### config.mk
export PLATFORM = sky130hd
export DESIGN_NAME = ppr_datapath
export DESIGN_NICKNAME = d
export VERILOG_FILES = /design/src/design/ppr_pkg.sv /design/src/design/ppr_datapath.sv
export SDC_FILE = /design/constraint.sdc
export NUM_CORES = 2
export LEC_CHECK = 0
export ABC_AREA = 1
export BUFFER_PORTS_ARGS = -buffer_cell sky130_fd_sc_hd__buf_4
export CAP_MARGIN = 20
export CORE_MARGIN = 1.5
export CORE_UTILIZATION = 45
export DETAILED_ROUTE_END_ITERATION = 10
export GPL_TIMING_DRIVEN = 0
export SKIP_LAST_GASP = 1
export SYNTH_ARGS = -nofsm -noshare
export SYNTH_HDL_FRONTEND = slang
export SYNTH_SLANG_ARGS = --single-unit
### constraint.sdc
create_clock -name clk -period 8.1 [get_ports clk]
set_clock_uncertainty 0.2 [all_clocks]
set_input_delay 1.215 -clock clk [delete_from_list [all_inputs] [get_ports clk]]
set_output_delay 1.215 -clock clk [all_outputs]
set_load 0.05 [all_outputs]
### src/design/ppr_pkg.sv
package ppr_pkg;

	// Operation codes; codes five to seven behave as a query
	typedef enum logic [2:0] {
		OP_LOAD   = 3'd0,
		OP_QUERY  = 3'd1,
		OP_RADIUS = 3'd2,
		OP_ANGLE  = 3'd3,
		OP_ROTATE = 3'd4
	} ppr_op_t;

	// Datapath widths: coordinates carry 24 guard bits, angles are 2^-32 turn
	localparam int GUARD_BITS = 24;
	localparam int ACC_W      = 60;
	localparam int Z_W        = 34;
	localparam int PROD_W     = 60;
	localparam int MAG_W      = 33;

	localparam logic [29:0] GAIN_Q30     = 30'd652032874;
	localparam logic [31:0] HALF_TURN    = 32'h8000_0000;
	localparam logic [31:0] QUARTER_TURN = 32'h4000_0000;

	localparam logic [31:0] ATAN_TURNS [32] = '{
		32'h20000000, 32'h12E4051D, 32'h09FB385B, 32'h051111D4,
		32'h028B0D43, 32'h0145D7E1, 32'h00A2F61E, 32'h00517C55,
		32'h0028BE53, 32'h00145F2E, 32'h000A2F98, 32'h000517CC,
		32'h00028BE6, 32'h000145F3, 32'h0000A2F9, 32'h0000517C,
		32'h000028BE, 32'h0000145F, 32'h00000A2F, 32'h00000517,
		32'h0000028B, 32'h00000145, 32'h000000A2, 32'h00000051,
		32'h00000028, 32'h00000014, 32'h0000000A, 32'h00000005,
		32'h00000002, 32'h00000001, 32'h00000000, 32'h00000000
	};

	typedef struct packed {
		logic [2:0]         op;
		logic signed [31:0] new_x;
		logic signed [31:0] new_y;
		logic signed [31:0] new_radius;
		logic [15:0]        angle_in;
	} ppr_request_t;

	typedef struct packed {
		logic signed [31:0] x_out;
		logic signed [31:0] y_out;
		logic [32:0]        radius_out;
		logic [15:0]        angle_out;
		logic               at_origin;
	} ppr_result_t;

	typedef enum logic [3:0] {
		ST_IDLE,
		ST_SETPT,
		ST_VINIT,
		ST_VITER,
		ST_VMUL,
		ST_VDONE,
		ST_PLAN,
		ST_RMUL,
		ST_RINIT,
		ST_RITER,
		ST_RDONE,
		ST_PUB
	} ppr_state_t;

	typedef struct packed {
		logic capture;
		logic set_point;
		logic vec_init;
		logic iter_vec;
		logic mul_vec;
		logic vec_done;
		logic plan;
		logic mul_rot;
		logic rot_init;
		logic iter_rot;
		logic rot_done;
		logic publish;
	} ppr_cmd_t;

	typedef struct packed {
		logic origin;
		logic iter_last;
	} ppr_stat_t;

endpackage

### src/design/ppr_datapath.sv
module ppr_datapath #(
	parameter int CORDIC_ITERATIONS = 16
) (
	input  logic                 clk,
	input  logic                 arst_n,
	input  ppr_pkg::ppr_cmd_t     cmd,
	output ppr_pkg::ppr_stat_t    stat,
	input  ppr_pkg::ppr_request_t req_data,
	output ppr_pkg::ppr_result_t  res_data
);
	import ppr_pkg::*;

	localparam int IW = $clog2(CORDIC_ITERATIONS);
	localparam logic [ACC_W-1:0]  ROUND_G   = ACC_W'(1) << (GUARD_BITS - 1);
	localparam logic [PROD_W-1:0] LO_ROUND  = PROD_W'(1) << 29;
	localparam logic [PROD_W-1:0] ROT_ROUND = PROD_W'(1) << (29 - GUARD_BITS);

	function automatic logic signed [31:0] round_sat(input logic signed [ACC_W-1:0] v);
		logic signed [ACC_W-1:0]            t;
		logic signed [ACC_W-GUARD_BITS-1:0] r;
		t = v + ROUND_G;
		r = t[ACC_W-1:GUARD_BITS];
		if (r[ACC_W-GUARD_BITS-1:31] == '0 || r[ACC_W-GUARD_BITS-1:31] == '1)
			return r[31:0];
		else if (r[ACC_W-GUARD_BITS-1])
			return 32'sh8000_0000;
		else
			return 32'sh7FFF_FFFF;
	endfunction

	// captured item
	logic [2:0]         op_q;
	logic signed [31:0] new_x_q, new_y_q, new_radius_q;
	logic [15:0]        angle_in_q;

	logic signed [31:0]      point_x_q, point_y_q;
	logic signed [ACC_W-1:0] x_q, y_q;
	logic signed [Z_W-1:0]   z_q;
	logic [IW-1:0]           iter_q;
	logic [PROD_W-1:0]       prod_hi_q, prod_lo_q;
	logic [MAG_W-1:0]        mag_q, rot_mag_q;
	logic [31:0]             ang_q, rot_ang_q;
	ppr_result_t             res_q;

	logic [4:0]              k;
	logic signed [Z_W-1:0]   atan_z;
	logic signed [ACC_W-1:0] dx, dy, px_w, py_w;
	logic [29:0]             mul_hi, mul_lo;
	logic [PROD_W:0]         p_sum, mag_full;
	logic [ACC_W-1:0]        rot_x_u;
	logic [31:0]             ang_q4, ang_f;
	logic                    fold, origin, r_neg;
	logic signed [32:0]      r_ext, r_abs;

	assign k      = 5'(iter_q);
	assign atan_z = Z_W'(ATAN_TURNS[k]);
	assign dx     = y_q >>> k;
	assign dy     = x_q >>> k;
	assign px_w   = {{(ACC_W - 32 - GUARD_BITS){point_x_q[31]}}, point_x_q, {GUARD_BITS{1'b0}}};
	assign py_w   = {{(ACC_W - 32 - GUARD_BITS){point_y_q[31]}}, point_y_q, {GUARD_BITS{1'b0}}};

	// gain correction split as hi*2^30 + lo, same split serves both passes
	assign mul_hi = cmd.mul_rot ? {27'd0, rot_mag_q[MAG_W-1:30]} : x_q[59:30];
	assign mul_lo = cmd.mul_rot ? rot_mag_q[29:0] : x_q[29:0];

	assign p_sum    = {1'b0, prod_hi_q} + (PROD_W + 1)'((prod_lo_q + LO_ROUND) >> 30);
	assign mag_full = (p_sum + (PROD_W + 1)'(ROUND_G)) >> GUARD_BITS;
	assign rot_x_u  = ACC_W'(prod_hi_q << GUARD_BITS)
		+ ACC_W'((prod_lo_q + ROT_ROUND) >> (30 - GUARD_BITS));

	// angles in the left half plane are folded by half a turn
	assign ang_q4 = rot_ang_q + QUARTER_TURN;
	assign fold   = ang_q4[31];
	assign ang_f  = fold ? rot_ang_q + HALF_TURN : rot_ang_q;

	assign origin = (point_x_q == '0) && (point_y_q == '0);
	assign r_neg  = new_radius_q[31];
	assign r_ext  = {new_radius_q[31], new_radius_q};
	assign r_abs  = r_neg ? -r_ext : r_ext;

	always_ff @(posedge clk) begin
		if (cmd.capture) begin
			op_q         <= req_data.op;
			new_x_q      <= req_data.new_x;
			new_y_q      <= req_data.new_y;
			new_radius_q <= req_data.new_radius;
			angle_in_q   <= req_data.angle_in;
		end
		if (cmd.mul_vec || cmd.mul_rot) begin
			prod_hi_q <= PROD_W'(mul_hi) * PROD_W'(GAIN_Q30);
			prod_lo_q <= PROD_W'(mul_lo) * PROD_W'(GAIN_Q30);
		end
		if (cmd.vec_done) begin
			mag_q <= mag_full[MAG_W-1:0];
			ang_q <= z_q[31:0];
		end
		if (cmd.plan) begin
			unique case (op_q)
				OP_RADIUS: begin
					rot_mag_q <= MAG_W'(r_abs);
					rot_ang_q <= r_neg ? ang_q + HALF_TURN : ang_q;
				end
				OP_ANGLE: begin
					rot_mag_q <= mag_q;
					rot_ang_q <= {angle_in_q, 16'd0};
				end
				default: begin
					rot_mag_q <= mag_q;
					rot_ang_q <= ang_q + {angle_in_q, 16'd0};
				end
			endcase
		end
		if (cmd.publish) begin
			res_q.x_out      <= point_x_q;
			res_q.y_out      <= point_y_q;
			res_q.radius_out <= origin ? '0 : mag_q;
			res_q.angle_out  <= origin ? '0 : 16'((ang_q + 32'h0000_8000) >> 16);
			res_q.at_origin  <= origin;
		end
	end

	always_ff @(posedge clk or negedge arst_n) begin
		if (!arst_n) begin
			point_x_q <= '0;
			point_y_q <= '0;
			x_q       <= '0;
			y_q       <= '0;
			z_q       <= '0;
			iter_q    <= '0;
		end else begin
			if (cmd.set_point) begin
				if (op_q == OP_LOAD) begin
					point_x_q <= new_x_q;
					point_y_q <= new_y_q;
				end else begin
					point_x_q <= new_radius_q;
					point_y_q <= '0;
				end
			end else if (cmd.rot_done) begin
				point_x_q <= round_sat(x_q);
				point_y_q <= round_sat(y_q);
			end

			if (cmd.vec_init) begin
				iter_q <= '0;
				if (px_w[ACC_W-1]) begin
					x_q <= -px_w;
					y_q <= -py_w;
					z_q <= Z_W'(HALF_TURN);
				end else begin
					x_q <= px_w;
					y_q <= py_w;
					z_q <= '0;
				end
			end else if (cmd.rot_init) begin
				iter_q <= '0;
				x_q    <= fold ? -signed'(rot_x_u) : signed'(rot_x_u);
				y_q    <= '0;
				z_q    <= {{(Z_W - 32){ang_f[31]}}, ang_f};
			end else if (cmd.iter_vec) begin
				iter_q <= iter_q + 1'b1;
				if (!y_q[ACC_W-1]) begin
					x_q <= x_q + dx;
					y_q <= y_q - dy;
					z_q <= z_q + atan_z;
				end else begin
					x_q <= x_q - dx;
					y_q <= y_q + dy;
					z_q <= z_q - atan_z;
				end
			end else if (cmd.iter_rot) begin
				iter_q <= iter_q + 1'b1;
				if (!z_q[Z_W-1]) begin
					x_q <= x_q - dx;
					y_q <= y_q + dy;
					z_q <= z_q - atan_z;
				end else begin
					x_q <= x_q + dx;
					y_q <= y_q - dy;
					z_q <= z_q + atan_z;
				end
			end
		end
	end

	assign stat.origin    = origin;
	assign stat.iter_last = (iter_q == IW'(CORDIC_ITERATIONS - 1));
	assign res_data       = res_q;
endmodule

==> metrics.cfg <==
[setup_path]
r2r_slack_ns = -0.14
worstReg2RegStart = iter_q[0]
endpoint_kind = flip-flop
worstPathArrival_ns = 8.69
crit_fanout = 10
path_class = flip-flop to flip-flop
r2r_end = x_q[46]
r2r_cells = 27
worst_ep_required_time_ns = 8.55
startpoint_type = flip-flop

[route]
dr.pass1.iters = 9
via_per_inst = 5.823
wl_mm = 517.1
drt.antenna.violating_nets = 0
drt_first_iter_violations = 11770
drc_errors = 0
num_vias = 102600
avgRoutedWirePerCell_um = 29.36

[grt]
grt_max_degree = 105
track_usage_pct = 44.08
grt_pass1_vias = 98290
grt_overflow = 0
grt_pass1_wl_mm = 717.9
antenna_found_initial = 38

[yosys]
syn_area_um2 = 102300
yosys.area_share.simple_pct = 21.88
synthMuxAreaShare_pct = 1.233
synth_area_per_cell_um2 = 7.348
ys.warnings.count = 0
synthTopCellsByCount = 2,742 x inv_1, 2,585 x nand2_1, 1,378 x nor2_1, 1,077 x ha_1, 985 x o21ai_0
synthTopCellsByArea = fa_1 17%, edfxtp_1 14%, ha_1 13%
syn-instance-count = 13920
netlist.area_leader.share_pct = 16.70
synth_edf_count = 470
ys.flop_type = edfxtp_1
yosysTopAreaCell = fa_1
syn-num-nets = 15980
synth_xor_area_share_pct = 2.929
yosysUniqueCellTypes = 72
synth_fa_ha_area_share_pct = 29.87
async_flop_share_pct = 32.08
synth_top_family_by_area = adder cells
synth_compound_area_share_pct = 13.28
synth_seq_cells = 692
yosysMostFrequentCell = inv_1
yosysSeqAreaShare_pct = 19.23

[sta]
drv_slew = 0
timing.fmax_mhz = 121.4
report.final.hold_viol_count = 0
setup_viol = 5
period_share_pct = 101.7
layout_setup_ws_ns = -0.1371
tns_ns = -0.4160
tightestPinTransition_ns = 1.332
rsz0062_at_grt = true
slew_headroom_pct = 11.23
final.min_clock_period_ns = 8.237

[cts]
clock-sinks = 692
h-tree-depth = 3
clock_latency_ns = 0.80
cts_buffer_depth = 3
clk_pin_slew_ns = 0.06
cts_made_buffers = 82
cts_tree = done
postCtsHoldBufs = 0
root_buffer = clkbuf_16

[layout]
area_growth_pct = 13.79
nets = 16600
drive_gt1_share_pct = 9.516

[die]
io_pins = 245
fp.dieH_um = 479.7
die_w_um = 479.7
core_um2 = 225300
die_area_um2 = 230200
initial_core_util_pct = 45.39
fp-row-count = 174

[job]
cap_violations = 0

[min_path]
hp-class = input pin to asynchronous set/reset pin

[run_status]
outcome = complete, but fails checks
violations = negative setup slack

[place]
post-dp-hpwl_mm = 433.1
gp_congestion = 1.140
portBuffers = 243

==> final cells by class <==
| cell class | count | area (um2) |
|---|---|---|
| fill | 23020 | 108900 |
| sequential | 692 | 19700 |
| clock buffer | 100 | 2191 |
| clock inverter | 52 | 606.8 |
| antenna | 14 | 35.03 |
| timing repair buffer | 537 | 4901 |
| multi-input combinational | 10100 | 73000 |
| tap | 2992 | 3744 |
| buffer | 363 | 1615 |
| inverter | 2768 | 10590 |
==> repair_timing <==
action,in CTS,in global routing
buffers inserted,156,74
endpoints found under the setup margin,77,59
gates cloned,2,3
pin swaps,86,123
resized for setup,286,274
==> flip-flops by register name, summed over array words and instances, names as in the netlist <==
| name | cells |
|---|---|
| ang_q | 32 |
| angle_in_q | 16 |
| iter_q | 4 |
| mag_q | 33 |
| new_radius_q | 32 |
| new_x_q | 32 |
| new_y_q | 32 |
| op_q | 3 |
| point_x_q | 32 |
| point_y_q | 32 |
| prod_hi_q | 56 |
| prod_lo_q | 55 |
| res_data | 114 |
| rot_ang_q | 32 |
| rot_mag_q | 33 |
| x_q | 60 |
| y_q | 60 |
| z_q | 34 |
==> logic make-up after synthesis <==
logic type	after synthesis
buffers and inverters	3132
AOI/OAI and AO/OA	2411
muxes	126
and+or+nand+nor	5286
DFF	692
xor gates and xnor gates	342
adders and majority gates	1930
==> routing by layer <==
layer  track usage (%)  wire length, um  vias to the layer above
met1             54.19           195500                    49480
met4             34.14            51030                       22
met3             8.382            45380                     1565
met5            0.4764              202                        -
li1                  -                -                    45980
met2             68.20           225000                     5517
==> critical path, cell delays in order, from the launching register on <==
cell and delay [ns]:
dfrtp_1 0.68, clkbuf_1 0.46, clkbuf_1 0.75, o21ai_0 0.70
mux2i_1 0.42, mux2i_1 0.21, nand2_1 0.12, a21boi_0 0.55
ha_1 0.21, clkbuf_1 0.39, inv_1 0.16, o21ai_0 0.63
nor2_1 0.19, o21ai_0 0.29, nand2_1 0.09, nand3_1 0.32
nand2_1 0.14, inv_1 0.11, nand2_1 0.08, nand2_1 0.12
nand2_1 0.06, nand2_1 0.09, nand2_1 0.06, nand2_1 0.06
nand3_1 0.40, nand2_1 0.38, nand2_1 0.09, a21oi_1 0.13
==> worst max-delay path by stage <==
| stage | depth (start not counted) | slack, ns | endpoint | start |
|---|---|---|---|---|
| 3_5_place_dp | 27 | -2.66 | prod_hi_q[41] | cmd[4] |
| 4_1_cts | 28 | -0.13 | prod_hi_q[55] | cmd[4] |
| 3_3_place_gp | 27 | -3.12 | prod_hi_q[41] | cmd[4] |
| 2_1_floorplan | 27 | -0.03 | prod_lo_q[57] | cmd[4] |
| 5_1_grt | 29 | -0.18 | prod_hi_q[54] | cmd[4] |
| 6_report | 27 | -0.14 | x_q[46] | iter_q[0] |
==> placed cells by master (no fill, tap or decap), drive strengths merged, types with 14 or more instances in the layout <==
master,synthesis,routed
inv,2757,2734
nand2,2604,2604
nor2,1407,1407
ha,1077,1077
o21ai,1001,1001
fa,853,853
a21oi,853,853
nand3,720,720
buf,74,608
edfxtp,470,470
clkbuf,290,391
xor2,252,252
dfrtp,222,222
nor3,184,184
mux2i,126,126
nand4,116,116
a31oi,110,110
or2,108,108
xnor2,90,90
o211ai,84,84
a21o,68,68
nor4,63,63
o21bai,62,62
a21boi,55,55
o21a,50,50
clkinv,11,41
clkinvlp,0,39
and2,35,35
o221ai,26,26
o2111ai,26,26
and3,22,22
nand3b,20,20
a22oi,19,19
diode,0,14
==> through the flow <==
step / utilization (%) / instances / worst slack, ns / cell area, um2 / hold WS [ns]
after floorplan: - / 13920 / -0.02960 / 102700 / 0.2231
after global placement: 48.05 / 17150 / -3.117 / 108300 / 0.2613
after detailed placement: 48.43 / 17210 / -2.665 / 109100 / 0.2669
after CTS: 50.82 / 17520 / -0.1304 / 114500 / 0.08321
after global routing: 51.64 / 17600 / -0.1796 / 116400 / 0.1051
final: 51.65 / 17610 / -0.1371 / 116400 / 0.09838
Power is not shown: default switching activity piles up to over one toggle a cycle in this logic, so the estimate is an artifact.
