### config.mk
export PLATFORM = sky130hd
export DESIGN_NAME = ppr_ctrl
export DESIGN_NICKNAME = d
export VERILOG_FILES = /design/src/design/ppr_pkg.sv /design/src/design/ppr_ctrl.sv
export SDC_FILE = /design/constraint.sdc
export NUM_CORES = 1
export LEC_CHECK = 0
export BUFFER_PORTS_ARGS = -buffer_cell sky130_fd_sc_hd__buf_2
export CELL_PAD_IN_SITES_DETAIL_PLACEMENT = 0
export CELL_PAD_IN_SITES_GLOBAL_PLACEMENT = 1
export CORE_MARGIN = 3
export CORE_UTILIZATION = 27
export DETAILED_ROUTE_END_ITERATION = 8
export PLACE_DENSITY_LB_ADDON = 0.1
export SYNTH_ARGS = -nofsm -noshare
export SYNTH_HDL_FRONTEND = slang
export SYNTH_SLANG_ARGS = --single-unit
### constraint.sdc
create_clock -name clk -period 1.29 [get_ports clk]
set_input_delay 0.258 -clock clk [delete_from_list [all_inputs] [get_ports clk]]
set_output_delay 0.258 -clock clk [all_outputs]
set_load 0.005 [all_outputs]
### src/design/ppr_pkg.sv
package ppr_pkg;

	// Operation codes; codes five to seven behave as a query
	typedef enum logic [2:0] {
		OP_LOAD   = 3'd0,
		OP_QUERY  = 3'd1,
		OP_RADIUS = 3'd2,
		OP_ANGLE  = 3'd3,
		OP_ROTATE = 3'd4
	} ppr_op_t;

	// Datapath widths: coordinates carry 24 guard bits, angles are 2^-32 turn
	localparam int GUARD_BITS = 24;
	localparam int ACC_W      = 60;
	localparam int Z_W        = 34;
	localparam int PROD_W     = 60;
	localparam int MAG_W      = 33;

	localparam logic [29:0] GAIN_Q30     = 30'd652032874;
	localparam logic [31:0] HALF_TURN    = 32'h8000_0000;
	localparam logic [31:0] QUARTER_TURN = 32'h4000_0000;

	localparam logic [31:0] ATAN_TURNS [32] = '{
		32'h20000000, 32'h12E4051D, 32'h09FB385B, 32'h051111D4,
		32'h028B0D43, 32'h0145D7E1, 32'h00A2F61E, 32'h00517C55,
		32'h0028BE53, 32'h00145F2E, 32'h000A2F98, 32'h000517CC,
		32'h00028BE6, 32'h000145F3, 32'h0000A2F9, 32'h0000517C,
		32'h000028BE, 32'h0000145F, 32'h00000A2F, 32'h00000517,
		32'h0000028B, 32'h00000145, 32'h000000A2, 32'h00000051,
		32'h00000028, 32'h00000014, 32'h0000000A, 32'h00000005,
		32'h00000002, 32'h00000001, 32'h00000000, 32'h00000000
	};

	typedef struct packed {
		logic [2:0]         op;
		logic signed [31:0] new_x;
		logic signed [31:0] new_y;
		logic signed [31:0] new_radius;
		logic [15:0]        angle_in;
	} ppr_request_t;

	typedef struct packed {
		logic signed [31:0] x_out;
		logic signed [31:0] y_out;
		logic [32:0]        radius_out;
		logic [15:0]        angle_out;
		logic               at_origin;
	} ppr_result_t;

	typedef enum logic [3:0] {
		ST_IDLE,
		ST_SETPT,
		ST_VINIT,
		ST_VITER,
		ST_VMUL,
		ST_VDONE,
		ST_PLAN,
		ST_RMUL,
		ST_RINIT,
		ST_RITER,
		ST_RDONE,
		ST_PUB
	} ppr_state_t;

	typedef struct packed {
		logic capture;
		logic set_point;
		logic vec_init;
		logic iter_vec;
		logic mul_vec;
		logic vec_done;
		logic plan;
		logic mul_rot;
		logic rot_init;
		logic iter_rot;
		logic rot_done;
		logic publish;
	} ppr_cmd_t;

	typedef struct packed {
		logic origin;
		logic iter_last;
	} ppr_stat_t;

endpackage

### src/design/ppr_ctrl.sv
module ppr_ctrl (
	input  logic             clk,
	input  logic             arst_n,
	input  ppr_pkg::ppr_stat_t stat,
	input  logic [2:0]       in_op,
	input  logic             in_valid,
	output logic             in_ready,
	output logic             out_valid,
	input  logic             out_ready,
	output ppr_pkg::ppr_cmd_t  cmd
);
	import ppr_pkg::*;

	ppr_state_t state_q, state_d;
	logic       final_q, final_d;
	logic       out_valid_q, out_valid_d;

	always_ff @(posedge clk or negedge arst_n) begin
		if (!arst_n) begin
			state_q     <= ST_IDLE;
			final_q     <= 1'b0;
			out_valid_q <= 1'b0;
		end else begin
			state_q     <= state_d;
			final_q     <= final_d;
			out_valid_q <= out_valid_d;
		end
	end

	always_comb begin
		state_d  = state_q;
		final_d  = final_q;
		cmd      = '0;
		in_ready = 1'b0;
		unique case (state_q)
			ST_IDLE: begin
				in_ready = 1'b1;
				if (in_valid) begin
					cmd.capture = 1'b1;
					final_d     = 1'b0;
					unique case (in_op)
						OP_LOAD: state_d = ST_SETPT;
						OP_RADIUS: state_d = stat.origin ? ST_SETPT : ST_VINIT;
						OP_ANGLE, OP_ROTATE: state_d = ST_VINIT;
						default: begin
							state_d = ST_VINIT;
							final_d = 1'b1;
						end
					endcase
				end
			end
			ST_SETPT: begin
				cmd.set_point = 1'b1;
				final_d       = 1'b1;
				state_d       = ST_VINIT;
			end
			ST_VINIT: begin
				cmd.vec_init = 1'b1;
				state_d      = ST_VITER;
			end
			ST_VITER: begin
				cmd.iter_vec = 1'b1;
				if (stat.iter_last) state_d = ST_VMUL;
			end
			ST_VMUL: begin
				cmd.mul_vec = 1'b1;
				state_d     = ST_VDONE;
			end
			ST_VDONE: begin
				cmd.vec_done = 1'b1;
				state_d      = final_q ? ST_PUB : ST_PLAN;
			end
			ST_PLAN: begin
				cmd.plan = 1'b1;
				state_d  = ST_RMUL;
			end
			ST_RMUL: begin
				cmd.mul_rot = 1'b1;
				state_d     = ST_RINIT;
			end
			ST_RINIT: begin
				cmd.rot_init = 1'b1;
				state_d      = ST_RITER;
			end
			ST_RITER: begin
				cmd.iter_rot = 1'b1;
				if (stat.iter_last) state_d = ST_RDONE;
			end
			ST_RDONE: begin
				cmd.rot_done = 1'b1;
				final_d      = 1'b1;
				state_d      = ST_VINIT;
			end
			ST_PUB: begin
				if (!out_valid_q || out_ready) begin
					cmd.publish = 1'b1;
					state_d     = ST_IDLE;
				end
			end
			default: state_d = ST_IDLE;
		endcase
	end

	always_comb begin
		if (cmd.publish) out_valid_d = 1'b1;
		else if (out_ready) out_valid_d = 1'b0;
		else out_valid_d = out_valid_q;
	end

	assign out_valid = out_valid_q;
endmodule

==> results of run 1 <==
==> placed cells by master (no fill, tap or decap), types with 2 or more instances in the layout <==
cell       n
buf_6      6
nor2_1     9
nand2_1    5
buf_2     21
dfrtp_1    3
o22ai_1    2
buf_4     19
a21oi_1    2
o21ai_1    2
clkbuf_4   3
dfrtp_2    3
nor3_1     2
inv_1      4
nor3_2     3
==> sequential cells by signal (all words and copies together) (netlist names) <==
register and flops:
out_valid 1, final_q 1, state_q 4
==> timing repair <==
action                                  in CTS  in global routing
hold buffers                                 1                  0
endpoints found under the hold margin        6                  0
resized for setup                           11                 11
setup buffers                                8                  4
pin swaps                                    5                  1
endpoints found under the setup margin      16                 16
==> critical path, cell delays in order (launching register included) <==
cell,delay (ps)
dfrtp_1,420
buf_4,160
buf_6,110
buf_4,120
or4_4,500
o21ai_2,80
a2bb2oi_2,130
==> cell type report <==
class	instances	area [um^2]
Clock buffer	3	22.5
Tap cell	24	30.0
Fill cell	163	712
Multi-Input combinational cell	48	347
Timing Repair Buffer	49	349
Sequential cell	6	154
Inverter	4	15.0
==> power by group through the flow <==
stage               sequential (W)  clock [W]  combinational [W]
global placement          0.000405          0            0.00114
finish                    0.000397   0.000171            0.00155
CTS                       0.000393   0.000180            0.00137
detailed placement        0.000410          0            0.00113
global route              0.000413   0.000193            0.00169
floorplan                 0.000328          0           0.000725
==> metrics by stage <==
| step | utilization (%) | setup slack, ps | setup TNS [ps] | instances | area (um^2) |
|---|---|---|---|---|---|
| 2_1_floorplan | - | 25.2 | 0 | 64 | 503 |
| 3_3_place_gp | 44.2 | -41.7 | -236 | 118 | 719 |
| 3_5_place_dp | 44.2 | -66.5 | -330 | 118 | 719 |
| 4_1_cts | 51.5 | -294 | -3010 | 130 | 840 |
| 5_1_grt | 56.3 | -347 | -4170 | 134 | 917 |
| 6_report | 56.3 | -292 | -3140 | 134 | 917 |
==> synth_stat cells <==
master / n
or4_4: 1
dfrtp_1: 6
buf_4: 2
o21ai_0: 2
nand2_1: 5
a22o_1: 1
nor3_1: 6
o211a_1: 1
nor4_4: 1
nand2b_1: 3
a22oi_1: 1
nand3_1: 1
a21oi_1: 3
or2b_1: 1
mux2_2: 1
o22ai_1: 2
a2bb2oi_2: 1
o21ai_2: 1
o21ai_1: 1
a21o_1: 1
o21bai_1: 1
nor2_1: 10
buf_2: 3
and2_1: 1
buf_6: 1
nor2b_1: 1
a211oi_1: 2
inv_1: 4
==> how the worst max path moves through the flow <==
stage / end / slack (ps) / cells past startpoint
finish: state_q[0] / -290 / 6
global route: cmd[2] / -350 / 4
CTS: cmd[11] / -290 / 4
detailed placement: cmd[0] / -70 / 3
global placement: cmd[11] / -40 / 3
floorplan: state_q[0] / 30 / 4
==> cell families (layout without fill, tap and decap cells) <==
logic type,after synthesis,in the layout,synth area share [%]
AO/OA/AOI/OAI,17,17,24.4
buffers and inverters,10,56,11.2
flip-flops,6,6,29.8
multiplexers,1,1,2.24
AND/OR/NAND/NOR,30,30,32.3
==> per-layer routing <==
layer  up-vias  wire, um
met4         0         0
met2        18       778
met3         0        85
li1        318         -
met1       283       698
met5         -         0
==> metrics.md, run 1 <==
| Metric | Value |
|---|---|
| DIE AREA | 0.00242 mm^2 |
| Via density | 4.62 |
| P_int | 0.00126 W |
| Yosys synthesis warning count | 0 |
| Reg-to-Reg End | state_q[0] |
| DP HPWL | 1140 um |
| Grt ovf | 0 |
| Final period utilization | 123% |
| Area growth from synthesis to layout | 82.3% |
| CP startpoint kind | flip-flop |
| Gr usage total | 13.4% |
| Root Driver | clkbuf_4 |
| Status | finished, violations left |
| Hold path cells | 3 |
| Global Route met2 Usage | 20.8% |
| F_max | 632 MHz |
| Mapped Area | 503 um^2 |
| CTS H-tree lvls | 1 |
| Worst-skew pair later-pin latency | 240 ps |
| First-pass GRT wire length | 2490 um |
| Pre-antenna DRT Iters | 4 |
| Power Total | 0.00212 W |
| RSZ-0062 raised after global routing | yes |
| Final nets | 121 |
| Die height | 49.2 um |
| Max Slew Vio Count | 0 |
| Reg power frac | 18.8% |
| Met1 usage | 16.9% |
| Vias in the first global route | 573 |
| Die W | 49.2 um |
| Clock power frac | 8.1% |
| R2r startpoint | state_q[2] |
| Final ANT Viol Nets | 0 |
| Wire per inst | 11.6 um |
| Logic pwr share | 73.2% |
| CP max FO | 4 |
| Worst Hold Endpoint | state_q[0] |
| Transition time of the tightest slew-check pin | 336 ps |
| Hold Path Origin | in_valid |
| Peak VDD IR | 0.00124 V |
| Ratio of cells with drive above 1 in the final layout | 61.8% |
| Gpl congestion | 0.761 |
| # setup viols final | 14 |
| Drt drc | 0 |
| Leak pwr | 0.470 nW |
| Max clock buf depth | 2 |
| PnR worst setup slack | -292 ps |
| Top Usage Layer GRT | met2 |
| Initial DRC Count | 5 |
| Unique masters post-synth | 28 |
| CP startpoint | state_q[2] |
| CP arrival | 1750 ps |
| Antenna cells | 0 |
| Clk slew on worst S/H paths | 40 ps |
| Met3 GRT Util | 2.14% |
| Starting Density | 30.9% |
| Worst Setup End Kind | flip-flop |
| Endpoints failing hold | 0 |
| CTS tree | done |
| Setup Crit Path Kind | reg -> reg |
| Largest net degree at the start of global routing | 10 |
| Site Rows | 14 |
| Most area-hungry cell type in the Yosys netlist | dfrtp_1 |
| Area contributors post-synth | dfrtp_1, nor2_1, nor3_1 |
| Pwr Density | 2310 mW/mm^2 |
| Clk_skew | 2.41 ps |
| Hold WC Path Type | in -> reg |
| Port buffer count | 22 |
| CTS Sinks | 6 |
| Violated checks | setup timing |
| Switch share | 40.4% |
| Cells after Synth | 64 |
| Reg-to-reg slack, setup | -290 ps |
| Psw | 0.000856 W |
| Worst EP required | 1460 ps |
| Register area share after synthesis | 29.9% |
| Initial antenna violation count | 0 |
| Min Clock Period, post-route | 1580 ps |
| CTS Buf Count | 3 |
| Syn_area_per_cell | 7.86 um^2 |
| # IOs | 23 |
| Via count | 619 |
| Flop and latch count out of synthesis | 6 |
| Depth of the most critical reg-to-reg path | 6 |
| Synth top area share | 29.9% |
| WL final | 1560 um |
| Syn Nets | 73 |
| Max cap viols | 0 |
| WHS | 298 ps |
| Placeable Area | 0.00163 mm^2 |
| Normalized max-slew margin | 77.5% |
Power figures use the tool's default switching activity.
==> run 2: changes to the inputs <==
--- a/config.mk
+++ b/config.mk
@@ -8,10 +8,10 @@
 export BUFFER_PORTS_ARGS = -buffer_cell sky130_fd_sc_hd__buf_2
 export CELL_PAD_IN_SITES_DETAIL_PLACEMENT = 0
 export CELL_PAD_IN_SITES_GLOBAL_PLACEMENT = 1
-export CORE_MARGIN = 3
 export CORE_UTILIZATION = 27
 export DETAILED_ROUTE_END_ITERATION = 8
 export PLACE_DENSITY_LB_ADDON = 0.1
 export SYNTH_ARGS = -nofsm -noshare
 export SYNTH_HDL_FRONTEND = slang
 export SYNTH_SLANG_ARGS = --single-unit
+export TNS_END_PERCENT = 10
==> metrics.md, run 2 (synthesis results as in run 1) <==
| Metric | Value |
|---|---|
| Max FFs per register | 4 (unchanged) |
| Max clock buf depth | 2 (unchanged) |
| Final ANT Viol Nets | 0 (unchanged) |
| Hold WC Path Type | in -> reg |
| Drt drc | 0 (unchanged) |
| Placed Cells incl. Taps | 123 (+4.2%) |
| Transition time of the tightest slew-check pin | 318 ps (-17.9 ps) |
| Fillers | 181 (+11%) |
| Pre-antenna DRT Iters | 2 (-2) |
| Met2 wire len | 767 um (-1.4%) |
| Endpoints failing hold | 0 (unchanged) |
| Normalized max-slew margin | 78.7% (+1.2 points) |
| RSZ-0062 raised after global routing | yes |
| Violated checks | setup timing |
| Area growth from synthesis to layout | 81.6% |
| Setup TNS | -2580 ps (+563 ps) |
| Crit path largest cell delay | 420 ps (-80 ps) |
| CP max FO | 5 (+1) |
| Setup Crit Path Kind | reg -> out |
| Leak pwr | 0.480 nW (+2.2%) |
| Largest net degree at the start of global routing | 9 (-1) |
| Wire per inst | 11.3 um (-3.2%) |
| CP arrival | 1340 ps (-410 ps) |
| DIE AREA | 0.00204 mm^2 (-16%) |
| PnR worst setup slack | -308 ps (-16.0 ps) |
| CP max stage cell | dfrtp_1 |
| Ratio of cells with drive above 1 in the final layout | 62.7% (+0.91 points) |
| Clk_skew | 0.479 ps (-1.93 ps) |
| Max cap viols | 0 (unchanged) |
| Most frequent cells in the layout | buf_2, buf_4, nor2_1 |
| # IOs | 23 (unchanged) |
| F_max | 626 MHz (-1.0%) |
| CTS tree | done |
| WL final | 1520 um (-2.4%) |
| Final nets | 121 (unchanged) |
| Clk slew on worst S/H paths | 40 ps (about the same) |
| Via density | 4.60 (-0.42%) |
| Wire length on met1 | 682 um (-2.3%) |
| DP HPWL | 1150 um (+0.98%) |
| Via count | 621 (+0.32%) |
| Min Clock Period, post-route | 1600 ps (+16.0 ps) |
| Initial antenna violation count | 0 (unchanged) |
| Vias in the first global route | 575 (+0.35%) |
| Gpl congestion | 0.757 (-0.51%) |
| Site Rows | 15 (+1) |
| DR top layer | met3 |
| Final period utilization | 124% (+1.2 points) |
| CTS Sinks | 6 (unchanged) |
| Peak VDD IR | 0.00107 V (-14%) |
| Grt ovf | 0 (unchanged) |
| Die W | 45.2 um (-8.1%) |
| Most flop-heavy register | state_q |
| Root Driver | clkbuf_4 |
| Pwr Density | 2360 mW/mm^2 (+2.3%) |
| Buf/Inv on CP | 2 (-1) |
| Initial DRC Count | 11 (+6) |
| CP startpoint kind | flip-flop |
| Die height | 45.2 um (-8.1%) |
| Non-filler cells, final | 135 (+0.75%) |
| Max Slew Vio Count | 0 (unchanged) |
| Starting Density | 28.8% (-2.1 points) |
| First-pass GRT wire length | 2310 um (-7.2%) |
| Worst EP required | 1030 ps (-430 ps) |
| Worst-skew pair later-pin latency | 240 ps (about the same) |
| Placeable Area | 0.00175 mm^2 (+7.1%) |
| CTS H-tree lvls | 1 (unchanged) |
| Layout Utilization | 52.3% (-4.0 points) |
| Antenna cells | 0 (unchanged) |
| Status | finished, violations left |
| DR WL met3 | 73 um (-14%) |
| Worst Setup End Kind | output pin |
| Family with the most delay on the worst path | flip-flops |
| # setup viols final | 14 (unchanged) |
| Gr usage total | 15.9% (+2.5 points) |
| WHS | 293 ps (-5.31 ps) |
| CTS Buf Count | 3 (unchanged) |
| Port buffer count | 22 (unchanged) |
| Crit-path cells | buf_12, nor4_4, and2_1, buf_2 |
## run 2: cell type report
type	count	area [um^2]	area share, %
multi-input cells	48	353	38.6
repair buffers	49	339	37.1
flip-flops and latches	6	153	16.7
well taps	25	31.3	3.42
clock buffers	3	22.5	2.47
inverters	4	15.0	1.64
## run 2: through the flow
stage | setup WS [ps] | area (um^2) | total power, W
after floorplan | 25.2 | 503 | 0.00105
after global placement | -83.0 | 751 | 0.00163
after detailed placement | -99.7 | 751 | 0.00162
after CTS | -310 | 866 | 0.00202
after global routing | -365 | 913 | 0.00230
final | -308 | 913 | 0.00216
## run 2: final timing paths
kind	cells past startpoint	slack (ps)	endpoint	startpoint
min in group asynchronous	2	370	state_q[3]	arst_n
min	3	290	state_q[0]	in_valid
max reg2reg	6	-150	state_q[0]	state_q[3]
max in group asynchronous	2	770	state_q[1]	arst_n
max	4	-310	cmd[11]	state_q[3]
min reg2reg	2	560	final_q	final_q
## run 2: worst reg2reg max path: cells and delay by family (launching register included)
kind	cells	cell delay, ps
AND/OR/NAND/NOR	2	470
flip-flops	1	420
buffers and inverters	2	260
AO/OA/AOI/OAI	2	220
## run 2: timing repair
action                                 in CTS  in global routing
endpoints found under the hold margin       6                  0
setup buffers                               5                  3
setup endpoints to repair                  17                 17
gates resized for setup                    11                  7
hold buffers                                1                  0
pin swaps                                   5                  2
## run 2: metal layers
| layer | vias to the layer above | track usage, % |
|---|---|---|
| met5 | - | 0 |
| met4 | 0 | 5.45 |
| met3 | 0 | 4.00 |
| met2 | 18 | 27.8 |
| met1 | 284 | 18.6 |
| li1 | 319 | - |
## run 2: where the power goes
part | switching, W | internal (W) | total, W
registers | 0.000145 | 0.000277 | 0.000422
logic | 0.000661 | 0.000911 | 0.00157
clock network | 0.0000578 | 0.000105 | 0.000162
